$ cat config.mk
export PLATFORM = sky130hd
export DESIGN_NAME = can_rx_acceptance_filter
export DESIGN_NICKNAME = d
export VERILOG_FILES = /design/src/sv/canaf_pkg.sv /design/src/sv/can_rx_acceptance_filter.sv /design/src/sv/canaf_ram.sv /design/src/sv/canaf_ctrl.sv /design/src/sv/canaf_dp.sv
export SDC_FILE = /design/constraint.sdc
export NUM_CORES = 1
export LEC_CHECK = 0
export ABC_AREA = 0
export BUFFER_PORTS_ARGS = -buffer_cell sky130_fd_sc_hd__buf_2
export CAP_MARGIN = 10
export CORE_MARGIN = 2
export CORE_UTILIZATION = 45
export CTS_CLUSTER_SIZE = 16
export DETAILED_ROUTE_END_ITERATION = 8
export GPL_ROUTABILITY_DRIVEN = 0
export MAX_ROUTING_LAYER = met4
export PLACE_DENSITY = 0.61
export SETUP_SLACK_MARGIN = 0.15
export SYNTH_ARGS = -nofsm -noshare
export SYNTH_HDL_FRONTEND = slang
export SYNTH_SLANG_ARGS = --single-unit
$ cat constraint.sdc
create_clock -name clk_i -period 10.1 [get_ports clk_i]
set_input_delay 0.505 -clock clk_i [delete_from_list [all_inputs] [get_ports clk_i]]
set_output_delay 0.505 -clock clk_i [all_outputs]
set_load 0.01 [all_outputs]
$ cat src/sv/canaf_pkg.sv
// canaf_pkg: shared types and constants of the CAN receive acceptance filter
// holds field widths, result codes, controller states and the ctrl/datapath structs
// no dependencies
`timescale 1ns / 1ps
`default_nettype none

package canaf_pkg;

  // field widths
  localparam int unsigned ACT_W       = 6;
  localparam int unsigned IDX_W       = 5;
  localparam int unsigned ID_W        = 11;
  localparam int unsigned FID_W       = 29;
  localparam int unsigned HIT_W       = 5;
  localparam int unsigned STAT_W      = 3;
  localparam int unsigned APB_AW      = 3;
  localparam int unsigned APB_DW      = 32;

  // default bank size and active count reset value
  localparam int unsigned ENTRIES_DEF = 32;
  localparam logic [ACT_W-1:0] ACT_RST = ACT_W'(32);

  // register indexes
  localparam logic REG_ACTIVE = 1'b0;
  localparam logic REG_NORMAL = 1'b1;

  // input word modes
  localparam logic MODE_WRITE = 1'b0;
  localparam logic MODE_FRAME = 1'b1;

  // result codes
  typedef enum logic [STAT_W-1:0] {
    RS_WR_OK    = 3'd0,
    RS_WR_REJ   = 3'd1,
    RS_IGNORED  = 3'd2,
    RS_RX_ERR   = 3'd3,
    RS_NO_MATCH = 3'd4,
    RS_UNBOUND  = 3'd5,
    RS_DISPATCH = 3'd6
  } res_code_e;

  // controller states
  typedef enum logic [1:0] {
    S_IDLE,
    S_CLASSIFY,
    S_SCAN,
    S_FINISH
  } state_e;

  // one stored filter entry
  typedef struct packed {
    logic [ID_W-1:0] ident;
    logic [ID_W-1:0] mask;
    logic            rtr;
  } entry_t;

  // controller to datapath
  typedef struct packed {
    logic      wr_en;
    logic      scan_start;
    logic      scan_step;
    logic      res_load;
    res_code_e res_code;
    logic      res_use_hit;
    logic      out_load;
  } dp_cmd_t;

  // datapath to controller
  typedef struct packed {
    logic is_write;
    logic in_range;
    logic ignored;
    logic rx_err;
    logic count_zero;
    logic hit;
    logic hit_bound;
    logic scan_end;
  } dp_stat_t;

endpackage

`default_nettype wire

$ cat src/sv/can_rx_acceptance_filter.sv
// can_rx_acceptance_filter: top level of the CAN receive acceptance filter bank
// holds the APB registers and joins canaf_ctrl and canaf_dp; uses canaf_pkg
//
// Usage:
//   Input words arrive on in_valid_i/in_stall_o. mode_i = 0 writes filter entry
//   entry_index_i (rejected unless below the active count), mode_i = 1 presents a
//   received frame that is matched against entries 0 .. count-1 in order, stopping
//   at the first hit. Every input word gives one result word (status_o,
//   hit_index_o) on out_valid_o/out_stall_i.
//   Registers over APB: offset 0 active_entries (6 bits, reset 32, values above
//   ENTRIES act as ENTRIES), offset 4 normal_mode (1 bit, reset 0). Write them
//   only while no word is in flight.
//   Flow: an entry write, ignored frame, receive error or empty bank gets its
//   result in the classify state; a scanned frame compares entries 0 .. count-1
//   until the first hit or the last one, read one by one through the
//   one-entry-per-cycle read port of the entry store. One word is in work at a
//   time; the next is accepted once the result is in the output register.
//   A stalled receiver holds the result; one further word can be accepted and
//   processed, then it waits until the output register empties.
//   Reset clears the bound flags (all entries unbound) and the registers at once;
//   no clearing pass is needed.
`timescale 1ns / 1ps
`default_nettype none

module can_rx_acceptance_filter #(
  parameter int unsigned ENTRIES = canaf_pkg::ENTRIES_DEF
) (
  input  wire logic                           clk_i,
  input  wire logic                           rst_ni,
  // input channel
  input  wire logic                           in_valid_i,
  output logic                                in_stall_o,
  input  wire logic                           mode_i,
  input  wire logic [canaf_pkg::IDX_W-1:0]    entry_index_i,
  input  wire logic [canaf_pkg::ID_W-1:0]     entry_ident_i,
  input  wire logic [canaf_pkg::ID_W-1:0]     entry_mask_i,
  input  wire logic                           entry_rtr_i,
  input  wire logic [canaf_pkg::FID_W-1:0]    frame_id_i,
  input  wire logic                           frame_err_i,
  input  wire logic                           frame_rtr_i,
  input  wire logic                           frame_eff_i,
  input  wire logic                           frame_short_i,
  // output channel
  output logic                                out_valid_o,
  input  wire logic                           out_stall_i,
  output logic [canaf_pkg::STAT_W-1:0]        status_o,
  output logic [canaf_pkg::HIT_W-1:0]         hit_index_o,
  // register port
  input  wire logic                           psel,
  input  wire logic                           penable,
  input  wire logic                           pwrite,
  input  wire logic [canaf_pkg::APB_AW-1:0]   paddr,
  input  wire logic [canaf_pkg::APB_DW-1:0]   pwdata,
  output logic [canaf_pkg::APB_DW-1:0]        prdata,
  output logic                                pready
);

  logic [canaf_pkg::ACT_W-1:0] active_q;
  logic                        normal_q;
  logic [canaf_pkg::ACT_W-1:0] count;
  logic                        reg_wr;
  logic                        in_accept;
  canaf_pkg::dp_cmd_t          cmd;
  canaf_pkg::dp_stat_t         st;

  // register writes
  assign pready = 1'b1;
  assign reg_wr = psel && penable && pwrite && pready;

  always_ff @(posedge clk_i or negedge rst_ni) begin
    if (!rst_ni) begin
      active_q <= canaf_pkg::ACT_RST;
      normal_q <= 1'b0;
    end else if (reg_wr) begin
      if (paddr[2] == canaf_pkg::REG_ACTIVE) begin
        active_q <= pwdata[canaf_pkg::ACT_W-1:0];
      end else begin
        normal_q <= pwdata[0];
      end
    end
  end

  // register reads
  assign prdata = (paddr[2] == canaf_pkg::REG_ACTIVE) ? canaf_pkg::APB_DW'(active_q)
                                                     : canaf_pkg::APB_DW'(normal_q);

  // effective active count, limited to the bank size
  always_comb begin
    if (32'(active_q) > 32'(ENTRIES)) begin
      count = canaf_pkg::ACT_W'(ENTRIES);
    end else begin
      count = active_q;
    end
  end

  assign in_accept = in_valid_i && !in_stall_o;

  canaf_ctrl u_ctrl (
    .clk_i       (clk_i),
    .rst_ni      (rst_ni),
    .in_accept_i (in_accept),
    .out_stall_i (out_stall_i),
    .st_i        (st),
    .cmd_o       (cmd),
    .busy_o      (in_stall_o),
    .out_valid_o (out_valid_o)
  );

  canaf_dp #(
    .ENTRIES (ENTRIES)
  ) u_dp (
    .clk_i         (clk_i),
    .rst_ni        (rst_ni),
    .in_accept_i   (in_accept),
    .mode_i        (mode_i),
    .entry_index_i (entry_index_i),
    .entry_ident_i (entry_ident_i),
    .entry_mask_i  (entry_mask_i),
    .entry_rtr_i   (entry_rtr_i),
    .frame_id_i    (frame_id_i),
    .frame_err_i   (frame_err_i),
    .frame_rtr_i   (frame_rtr_i),
    .frame_eff_i   (frame_eff_i),
    .frame_short_i (frame_short_i),
    .count_i       (count),
    .normal_mode_i (normal_q),
    .cmd_i         (cmd),
    .st_o          (st),
    .status_o      (status_o),
    .hit_index_o   (hit_index_o)
  );

  // an accepted word keeps the block busy for the next cycle
  a_busy_after_accept: assert property (
    @(posedge clk_i) disable iff (!rst_ni)
    in_accept |=> in_stall_o
  ) else $error("block not busy after accepting a word");

  // only hit results carry a hit index
  a_hit_index_zero: assert property (
    @(posedge clk_i) disable iff (!rst_ni)
    (out_valid_o && status_o != canaf_pkg::RS_UNBOUND && status_o != canaf_pkg::RS_DISPATCH)
      |-> (hit_index_o == '0)
  ) else $error("nonzero hit index on a result without a hit");

  // a stalled result word stays valid and unchanged
  a_stall_holds: assert property (
    @(posedge clk_i) disable iff (!rst_ni)
    (out_valid_o && out_stall_i)
      |=> (out_valid_o && $stable(status_o) && $stable(hit_index_o))
  ) else $error("result word changed while stalled");

  // matched results only leave the block in normal mode
  a_match_needs_normal: assert property (
    @(posedge clk_i) disable iff (!rst_ni)
    (out_valid_o && (status_o == canaf_pkg::RS_UNBOUND || status_o == canaf_pkg::RS_DISPATCH))
      |-> normal_q
  ) else $error("match reported while normal mode is off");

endmodule

`default_nettype wire

$ cat src/sv/canaf_ram.sv
// canaf_ram: generic single write port, single read port RAM with registered read
// no dependencies
`timescale 1ns / 1ps
`default_nettype none

module canaf_ram #(
  parameter int unsigned WIDTH = 8,
  parameter int unsigned DEPTH = 32,
  localparam int unsigned AW = (DEPTH > 1) ? $clog2(DEPTH) : 1
) (
  input  wire logic             clk_i,
  input  wire logic             we_i,
  input  wire logic [AW-1:0]    waddr_i,
  input  wire logic [WIDTH-1:0] wdata_i,
  input  wire logic             re_i,
  input  wire logic [AW-1:0]    raddr_i,
  output logic      [WIDTH-1:0] rdata_o
);

  logic [WIDTH-1:0] mem_q [DEPTH];

  // write port
  always_ff @(posedge clk_i) begin
    if (we_i) begin
      mem_q[waddr_i] <= wdata_i;
    end
  end

  // registered read port
  always_ff @(posedge clk_i) begin
    if (re_i) begin
      rdata_o <= mem_q[raddr_i];
    end
  end

endmodule

`default_nettype wire

$ cat src/sv/canaf_ctrl.sv
// canaf_ctrl: controller state machine of the acceptance filter
// sequences classify, entry scan and result hand-off; uses canaf_pkg
`timescale 1ns / 1ps
`default_nettype none

module canaf_ctrl (
  input  wire logic               clk_i,
  input  wire logic               rst_ni,
  input  wire logic               in_accept_i,
  input  wire logic               out_stall_i,
  input  wire canaf_pkg::dp_stat_t st_i,
  output canaf_pkg::dp_cmd_t      cmd_o,
  output logic                    busy_o,
  output logic                    out_valid_o
);

  canaf_pkg::state_e state_q, state_d;
  logic              out_vld_q, out_vld_d;
  logic              out_free;

  // state and output valid registers
  always_ff @(posedge clk_i or negedge rst_ni) begin
    if (!rst_ni) begin
      state_q   <= canaf_pkg::S_IDLE;
      out_vld_q <= 1'b0;
    end else begin
      state_q   <= state_d;
      out_vld_q <= out_vld_d;
    end
  end

  assign out_free = !out_vld_q || !out_stall_i;

  // next state and commands
  always_comb begin
    state_d   = state_q;
    cmd_o     = '0;
    cmd_o.res_code = canaf_pkg::RS_WR_OK;
    out_vld_d = out_vld_q && out_stall_i;

    case (state_q)
      canaf_pkg::S_IDLE: begin
        if (in_accept_i) begin
          state_d = canaf_pkg::S_CLASSIFY;
        end
      end

      canaf_pkg::S_CLASSIFY: begin
        cmd_o.res_load = 1'b1;
        state_d        = canaf_pkg::S_FINISH;
        if (st_i.is_write) begin
          cmd_o.wr_en    = st_i.in_range;
          cmd_o.res_code = st_i.in_range ? canaf_pkg::RS_WR_OK : canaf_pkg::RS_WR_REJ;
        end else if (st_i.ignored) begin
          cmd_o.res_code = canaf_pkg::RS_IGNORED;
        end else if (st_i.rx_err) begin
          cmd_o.res_code = canaf_pkg::RS_RX_ERR;
        end else if (st_i.count_zero) begin
          cmd_o.res_code = canaf_pkg::RS_NO_MATCH;
        end else begin
          cmd_o.res_load   = 1'b0;
          cmd_o.scan_start = 1'b1;
          state_d          = canaf_pkg::S_SCAN;
        end
      end

      canaf_pkg::S_SCAN: begin
        cmd_o.scan_step = 1'b1;
        if (st_i.hit) begin
          cmd_o.res_load    = 1'b1;
          cmd_o.res_use_hit = 1'b1;
          cmd_o.res_code    = st_i.hit_bound ? canaf_pkg::RS_DISPATCH
                                             : canaf_pkg::RS_UNBOUND;
          state_d           = canaf_pkg::S_FINISH;
        end else if (st_i.scan_end) begin
          cmd_o.res_load = 1'b1;
          cmd_o.res_code = canaf_pkg::RS_NO_MATCH;
          state_d        = canaf_pkg::S_FINISH;
        end
      end

      canaf_pkg::S_FINISH: begin
        // move the word into the output register once it is free
        if (out_free) begin
          cmd_o.out_load = 1'b1;
          out_vld_d      = 1'b1;
          state_d        = canaf_pkg::S_IDLE;
        end
      end

      default: begin
        state_d = canaf_pkg::S_IDLE;
      end
    endcase
  end

  assign busy_o      = (state_q != canaf_pkg::S_IDLE);
  assign out_valid_o = out_vld_q;

endmodule

`default_nettype wire

$ cat src/sv/canaf_dp.sv
// canaf_dp: datapath of the acceptance filter
// item latch, entry store, bound flags, scan counters, match logic, result registers
// depends on canaf_pkg and canaf_ram
`timescale 1ns / 1ps
`default_nettype none

module canaf_dp #(
  parameter int unsigned ENTRIES = canaf_pkg::ENTRIES_DEF
) (
  input  wire logic                            clk_i,
  input  wire logic                            rst_ni,
  input  wire logic                            in_accept_i,
  input  wire logic                            mode_i,
  input  wire logic [canaf_pkg::IDX_W-1:0]     entry_index_i,
  input  wire logic [canaf_pkg::ID_W-1:0]      entry_ident_i,
  input  wire logic [canaf_pkg::ID_W-1:0]      entry_mask_i,
  input  wire logic                            entry_rtr_i,
  input  wire logic [canaf_pkg::FID_W-1:0]     frame_id_i,
  input  wire logic                            frame_err_i,
  input  wire logic                            frame_rtr_i,
  input  wire logic                            frame_eff_i,
  input  wire logic                            frame_short_i,
  input  wire logic [canaf_pkg::ACT_W-1:0]     count_i,
  input  wire logic                            normal_mode_i,
  input  wire canaf_pkg::dp_cmd_t              cmd_i,
  output canaf_pkg::dp_stat_t                  st_o,
  output logic [canaf_pkg::STAT_W-1:0]         status_o,
  output logic [canaf_pkg::HIT_W-1:0]          hit_index_o
);

  localparam int unsigned AW    = (ENTRIES > 1) ? $clog2(ENTRIES) : 1;
  localparam int unsigned EXT_W = AW + canaf_pkg::ACT_W;
  localparam int unsigned EW    = $bits(canaf_pkg::entry_t);

  // latched item
  logic                          mode_q;
  logic [canaf_pkg::IDX_W-1:0]   idx_q;
  canaf_pkg::entry_t             wr_ent_q;
  logic [canaf_pkg::ID_W-1:0]    fid_q;
  logic                          frtr_q;
  logic                          feff_q;
  logic                          fshort_q;
  logic                          zero_word_q;

  // scan state
  logic [canaf_pkg::ACT_W-1:0]   rd_cnt_q;
  logic [canaf_pkg::ACT_W-1:0]   cmp_cnt_q;
  logic                          cmp_vld_q;
  logic                          bound_rd_q;
  logic [ENTRIES-1:0]            bound_q;

  // results
  canaf_pkg::res_code_e          res_code_q;
  logic [canaf_pkg::HIT_W-1:0]   res_hit_q;
  logic [canaf_pkg::STAT_W-1:0]  out_status_q;
  logic [canaf_pkg::HIT_W-1:0]   out_hit_q;

  logic [EXT_W-1:0]              wr_ext, rd_ext;
  logic [AW-1:0]                 wr_addr, rd_addr;
  logic                          rd_more, rd_en;
  logic [EW-1:0]                 rd_data;
  canaf_pkg::entry_t             rd_ent;
  logic                          match_bound, match;

  // item latch
  always_ff @(posedge clk_i) begin
    if (in_accept_i) begin
      mode_q         <= mode_i;
      idx_q          <= entry_index_i;
      wr_ent_q.ident <= entry_ident_i;
      wr_ent_q.mask  <= entry_mask_i;
      wr_ent_q.rtr   <= entry_rtr_i;
      fid_q          <= frame_id_i[canaf_pkg::ID_W-1:0];
      frtr_q         <= frame_rtr_i;
      feff_q         <= frame_eff_i;
      fshort_q       <= frame_short_i;
      zero_word_q    <= (frame_id_i == '0) && !frame_err_i && !frame_rtr_i && !frame_eff_i;
    end
  end

  // entry addresses sized to the bank
  assign wr_ext  = EXT_W'(idx_q);
  assign wr_addr = wr_ext[AW-1:0];
  assign rd_ext  = EXT_W'(rd_cnt_q);
  assign rd_addr = rd_ext[AW-1:0];
  assign rd_more = (rd_cnt_q < count_i);
  assign rd_en   = cmd_i.scan_step && rd_more;

  // entry store
  canaf_ram #(
    .WIDTH (EW),
    .DEPTH (ENTRIES)
  ) u_ram (
    .clk_i   (clk_i),
    .we_i    (cmd_i.wr_en),
    .waddr_i (wr_addr),
    .wdata_i (wr_ent_q),
    .re_i    (rd_en),
    .raddr_i (rd_addr),
    .rdata_o (rd_data)
  );

  assign rd_ent = canaf_pkg::entry_t'(rd_data);

  // bound flags, cleared at reset
  always_ff @(posedge clk_i or negedge rst_ni) begin
    if (!rst_ni) begin
      bound_q <= '0;
    end else if (cmd_i.wr_en) begin
      bound_q[wr_addr] <= 1'b1;
    end
  end

  // scan counters: read one entry a cycle, compare it the next
  always_ff @(posedge clk_i or negedge rst_ni) begin
    if (!rst_ni) begin
      rd_cnt_q  <= '0;
      cmp_cnt_q <= '0;
      cmp_vld_q <= 1'b0;
    end else if (cmd_i.scan_start) begin
      rd_cnt_q  <= '0;
      cmp_vld_q <= 1'b0;
    end else if (cmd_i.scan_step) begin
      cmp_vld_q <= rd_more;
      if (rd_more) begin
        rd_cnt_q  <= rd_cnt_q + 1'b1;
        cmp_cnt_q <= rd_cnt_q;
      end
    end
  end

  // bound flag read alongside the store
  always_ff @(posedge clk_i) begin
    if (rd_en) begin
      bound_rd_q <= bound_q[rd_addr];
    end
  end

  // entry match
  assign match_bound = !feff_q && (frtr_q == rd_ent.rtr) &&
                       (((fid_q ^ rd_ent.ident) & rd_ent.mask) == '0);
  assign match       = bound_rd_q ? match_bound : zero_word_q;

  // status to the controller
  always_comb begin
    st_o.is_write   = (mode_q == canaf_pkg::MODE_WRITE);
    st_o.in_range   = (canaf_pkg::ACT_W'(idx_q) < count_i);
    st_o.ignored    = !normal_mode_i;
    st_o.rx_err     = fshort_q;
    st_o.count_zero = (count_i == '0);
    st_o.hit        = cmp_vld_q && match;
    st_o.hit_bound  = bound_rd_q;
    st_o.scan_end   = cmp_vld_q && (cmp_cnt_q == (count_i - 1'b1));
  end

  // staged result and output register
  always_ff @(posedge clk_i) begin
    if (cmd_i.res_load) begin
      res_code_q <= cmd_i.res_code;
      res_hit_q  <= cmd_i.res_use_hit ? canaf_pkg::HIT_W'(cmp_cnt_q) : '0;
    end
    if (cmd_i.out_load) begin
      out_status_q <= res_code_q;
      out_hit_q    <= res_hit_q;
    end
  end

  assign status_o    = out_status_q;
  assign hit_index_o = out_hit_q;

endmodule

`default_nettype wire

After elaboration in Yosys (flattened, before gate mapping)
Memories as Yosys holds them, arrays and structs flattened. A register that Yosys moved wholly into a read port is not among the register bits.
Cells that the tools add are included.
{"block": "word_totals", "input_bits": 104, "ff_bits": 116, "mem_bits_rw": 736, "wordCells": 127, "out_inout_bits": 43, "mem_count": 1}
{"memory": "u_dp.u_ram.mem_q", "words": 32, "width": 23, "rd": 1, "rd_ports_with_merged_regs": 1, "write_ports": 1, "line_no": "canaf_ram.sv:20", "source": "logic [WIDTH-1:0] mem_q [DEPTH];"}
{"block": "classes", "mux": 49, "n_addsub": 2, "bitwise_logic": 5, "eq_ne": 8, "reduce_logical": 33, "order_cmp": 6}
{"op": "$or 32x32->32", "count": 1}
{"op": "$mux 6", "count": 5}
{"op": "$logic_not 29->1", "count": 1}
{"op": "$mux 1", "count": 25}
{"op": "$mux 2", "count": 9}
{"op": "$logic_and 1x1->1", "count": 13}
{"op": "$lt 5x6->1 const B", "count": 2}
{"op": "$mux 3", "count": 4}
{"op": "$and 11x11->11", "count": 1}
{"op": "$logic_not 11->1", "count": 1}
{"op": "$xor 11x11->11", "count": 1}
{"op": "$mux 4", "count": 2}
{"op": "$pmux 2 s4", "count": 1}
{"op": "$pmux 4 s2", "count": 1}
{"op": "$logic_not 1->1", "count": 7}
{"op": "$add 6x1->6 const B", "count": 1}
{"op": "$eq 6x6->1", "count": 1}
{"op": "$gt 6x6->1 const B", "count": 1}
{"op": "$logic_not 6->1", "count": 1}
{"op": "$lt 5x6->1", "count": 1}
{"op": "$lt 6x6->1", "count": 1}
{"op": "$reduce_and 2->1", "count": 3}
{"op": "$reduce_and 3->1", "count": 2}
{"op": "$reduce_bool 2->1", "count": 3}
{"op": "13 further kinds", "count": 15}

Depth between registers and ports, before layout
{"block": "logic_depth", "word_depth": 10, "ltp_mapped": 11, "depth_no_buf": 9}

Hierarchy
A second synthesis with hierarchy kept.
{"block": "unflattened", "cells_unflattened": 2018, "area_unflattened_um2": 34917.2}
{"mod": "canaf_ram", "area_each_um2": 29472.0, "cells_per_inst": 1620, "seq_area_each_um2": 22791.9, "instances": 1}
{"mod": "canaf_dp", "area_each_um2": 4500.6, "cells_per_inst": 300, "seq_area_each_um2": 2957.8, "instances": 1}
{"mod": "can_rx_acceptance_filter", "area_each_um2": 591.8, "cells_per_inst": 58, "seq_area_each_um2": 176.4, "instances": 1}
{"mod": "canaf_ctrl", "area_each_um2": 352.8, "cells_per_inst": 40, "seq_area_each_um2": 75.1, "instances": 1}

Worst setup path after synthesis
OpenSTA, ideal clock, no wires.
{"block": "synth_path", "path_kind": "reg2reg", "start": "register active_q[5] in the netlist's numbering", "end": "memory u_dp.u_ram.mem_q[28][0] in the netlist's numbering (enable)", "n_path_buf": 3, "path_stages_with_launch": 12, "setup_ns": 0.403, "arrival_ns": 3.251, "slack_ns": 6.446, "path_cell_list": "dfstp_2 > buf_2 > inv_1 > nand2_1 > ha_1 > o21a_1 > o21a_1 > o31a_1 > or3_1 > clkbuf_1 > buf_2 > nor2_1"}
{"block": "synth_between", "elab_chain_cells": 7}
{"item": "start: declaration", "line_no": "can_rx_acceptance_filter.sv:58", "source": "logic [canaf_pkg::ACT_W-1:0] active_q;"}
{"item": "start signal: assignment", "line_no": "can_rx_acceptance_filter.sv:72", "source": "active_q <= canaf_pkg::ACT_RST;"}
{"item": "start signal: assignment", "line_no": "can_rx_acceptance_filter.sv:76", "source": "active_q <= pwdata[canaf_pkg::ACT_W-1:0];"}
{"item": "$gt 6x6->1", "line_no": "can_rx_acceptance_filter.sv:89", "source": "if (32'(active_q) > 32'(ENTRIES)) begin"}
{"item": "$mux 6 (*)", "line_no": "can_rx_acceptance_filter.sv:89"}
{"item": "$lt 5x6->1 (*)", "line_no": "canaf_dp.sv:147", "source": "st_o.in_range = (canaf_pkg::ACT_W'(idx_q) < count_i);"}
{"item": "$mux 1 (*)", "line_no": "canaf_ctrl.sv:51", "source": "if (st_i.is_write) begin"}
{"item": "$mux 2 (*)", "line_no": "canaf_ctrl.sv:41", "source": "case (state_q)"}
{"item": "$mux 1 (*)", "line_no": "canaf_ram.sv:24", "source": "if (we_i) begin"}
{"item": "$mux 1 (not written as such) (*)", "line_no": "canaf_ram.sv:25", "source": "mem_q[waddr_i] <= wdata_i;"}
{"item": "end: declaration", "line_no": "canaf_ram.sv:20"}
Every way passes the cells marked *; elsewhere a longest branch is shown, timed or not.

Final worst setup path
{"block": "layout_path", "start": "register u_dp.rd_cnt_q[0] in the netlist's numbering", "end": "register u_dp.u_ram.rdata_o[9] (read register of u_dp.u_ram.mem_q) (data pin)"}
{"block": "layout_between", "elab_chain_cells": 2}
{"item": "start: declaration", "line_no": "canaf_dp.sv:46", "source": "logic [canaf_pkg::ACT_W-1:0] rd_cnt_q;"}
{"item": "start signal: assignment", "line_no": "canaf_dp.sv:126", "source": "rd_cnt_q <= rd_cnt_q + 1'b1;"}
{"item": "$lt 6x6->1", "line_no": "canaf_dp.sv:86", "source": "assign rd_more = (rd_cnt_q < count_i);"}
{"item": "$logic_and 1x1->1", "line_no": "canaf_dp.sv:87", "source": "assign rd_en = cmd_i.scan_step && rd_more;"}
{"item": "end: declaration", "line_no": "canaf_ram.sv:17", "source": "output logic [WIDTH-1:0] rdata_o"}
Several ways; a longest one is shown, not always the timed one.
A chain may end at the register's enable or synchronous reset.

==> flow_summary.ini <==
[yosys]
synth_top_family_by_area = multiplexers
yosysUniqueCellTypes = 55
synthAdderAreaFrac_pct = 0.661
synth-simple-area-share_pct = 1.94
synth_compound_area_share_pct = 1.59
syn-cell-area_um2 = 34100
synth_area_per_cell_um2 = 22.7
ys_seq_area_share_pct = 76.3
synth_edf_count = 820
synth_xor_xnor_area_share_pct = 0.437
synthArstFlopShare_pct = 6.29
ys_warn_count = 0
synth-main-ff-cell = edfxtp_1
yosys_register_bits = 875
netlist_instances = 1499
muxShareOfSynthArea_pct = 17.3

[clocking]
cts.sinks = 875
cts-buffers-inserted = 88
cts_setup_buffers = 0
cts-htree-levels = 3
cts_resized = 0
root_buffer = clkbuf_16
path_clk_slew_ns = 0.06
cts_tree = done
cts_buffer_depth = 3
clk_latency_ns = 0.65
cts_hold_buf = 0

[sta]
setup_tns_ns = 0
rsz0062_at_grt = false
tightest_slew_ns = 1.15
maxSlewHeadroom_pct = 23.3
max_clock_freq_mhz = 249
slew_viol_final = 0
finalSetupViolCount = 0
hold_viol = 0
min_period_over_period_pct = 39.7
fin_skew_ns = 0.0382
period_needed_ns = 4.01

[die]
dieArea_um2 = 77900
die_h_um = 279
rows = 100
io_pins = 147
core-area_um2 = 74700
die_width_um = 279
start_util_pct = 45.6

[global_routing]
grt_pass1_vias = 16176
grt_pass1_wl_um = 114000
antenna_found_initial = 2
grt_max_degree = 129
groute.usage.overall_pct = 21.4
grt.overflow.total = 0

[setup_path]
crit_path_start_kind = flip-flop
critical_path_class = reg -> reg
crit_fanout = 48
required_ns = 10.49
worstPathArrival_ns = 4.40
setup.worst_path.end_class = flip-flop

[finish]
fin_nets = 1780
layout-drive-gt1-share_pct = 33.6
layout_common_cells = edfxtp_1, mux4_2, buf_2, clkbuf_16, dfrtp_1
n_antenna_cell = 0
final_common_cell = edfxtp_1
area_growth_pct = 13.8

[routing]
drc = 0
drtAntennaViolNets = 0
drt-initial-drc-count = 2016
first_pass_iters = 5
via_count = 15865
finalWirelength_um = 79600
wire_per_inst_um = 29.5
routed_via_density = 5.89

[place]
hpwl_um = 41800
port_buffers = 91

[worst_hold_path]
hp-class = in -> async

[pwr]
power.leakage_nw = 12.4
ir_worst_vdd_uv = 186
power_mw = 10.1
cellPowerDensity_nw_per_um2 = 260

[outcome]
status = complete, no violations

[job]
maxCapViolations = 0
[layout make-up]
type / instances / area [um^2]
inverters: 6 / 22.5
multi-input cells: 548 / 7830
well taps: 969 / 1210
clock buffers: 109 / 2310
flip-flops and latches: 875 / 26000
clock inverters: 48 / 518
repair buffers: 139 / 841
fillers: 5729 / 35900
[routing by layer]
metal	track usage (%)	up-vias	wire length (um)
li1	-	6559	-
met1	31.8	8562	35800
met2	30.7	616	36000
met3	3.87	128	5890
met4	5.94	0	1940
met5	-	-	0
[stage by stage]
step / setup slack, ns / area, um^2 / hold WS [ns] / util, % / cells
finish: 6.09 / 38800 / 0.0115 / 51.9 / 2694
global route: 5.75 / 38800 / 0.0100 / 51.9 / 2694
global placement: 5.95 / 35900 / 0.408 / 48.1 / 2537
CTS: 5.93 / 38800 / 0.00324 / 51.9 / 2694
detailed placement: 5.92 / 35900 / 0.407 / 48.1 / 2537
floorplan: 6.45 / 34200 / 0.209 / - / 1524
[registers in the layout (all words and copies together) (netlist names), 2 cells and up]
register            count
u_dp.res_code_q         3
u_dp.rd_cnt_q           6
u_dp.u_ram.rdata_o     23
u_dp.idx_q              5
u_dp.hit_index_o        5
u_dp.status_o           3
u_dp.res_hit_q          5
u_dp.cmp_cnt_q          6
u_dp.bound_q           32
u_dp.u_ram.mem_q      736
u_ctrl.state_q          2
active_q                6
u_dp.wr_ent_q          23
u_dp.fid_q             11
[critical path, stage by stage (launching register included)]
cell	delay (ns)
dfrtp_4	0.66
buf_4	0.80
buf_4	0.79
mux4_2	0.59
mux4_2	0.49
mux2_2	0.31
[final timing paths]
| check | end | slack [ns] | cells past startpoint | startpoint |
|---|---|---|---|---|
| setup reg to reg | u_dp.u_ram.rdata_o[9] | 6.09 | 5 | u_dp.rd_cnt_q[0] |
| max in group asynchronous | u_dp.rd_cnt_q[3] | 9.53 | 2 | rst_ni |
| hold / removal | u_ctrl.out_valid_o | 0.01 | 2 | rst_ni |
| setup / recovery | u_dp.u_ram.rdata_o[9] | 6.09 | 5 | u_dp.rd_cnt_q[0] |
| min in group clk_i | u_dp.wr_ent_q[17] | 0.04 | 1 | entry_ident_i[5] |
| hold reg to reg | u_dp.hit_index_o[2] | 0.42 | 0 | u_dp.res_hit_q[2] |
[report_power, final]
group	switching (mW)	internal (mW)
Combinational	1.07	1.20
Clock	1.34	1.86
Sequential	0.281	4.31
[logic make-up after synthesis]
logic type	Yosys count
DFF	875
muxes	285
and+or+nand+nor	127
buffers and inverters	101
AOI/OAI and AO/OA	74
adders and majority gates	18
xor gates and xnor gates	17
other	2
[synthesized netlist by cell type, types with 10 or more instances]
library cell / number / area (um^2)
nand2_1: 26 / 97.6
nor2_1: 37 / 139
dfrtp_1: 54 / 1350
nor4_1: 10 / 62.6
ha_1: 18 / 225
nor2b_1: 10 / 62.6
o21bai_1: 33 / 248
buf_2: 10 / 50.1
buf_4: 36 / 270
xor2_1: 16 / 140
mux2_2: 39 / 439
buf_1: 10 / 37.5
mux4_2: 240 / 5410
clkbuf_1: 33 / 124
edfxtp_1: 820 / 24600
No activity file was read; power rests on OpenSTA's default activity.
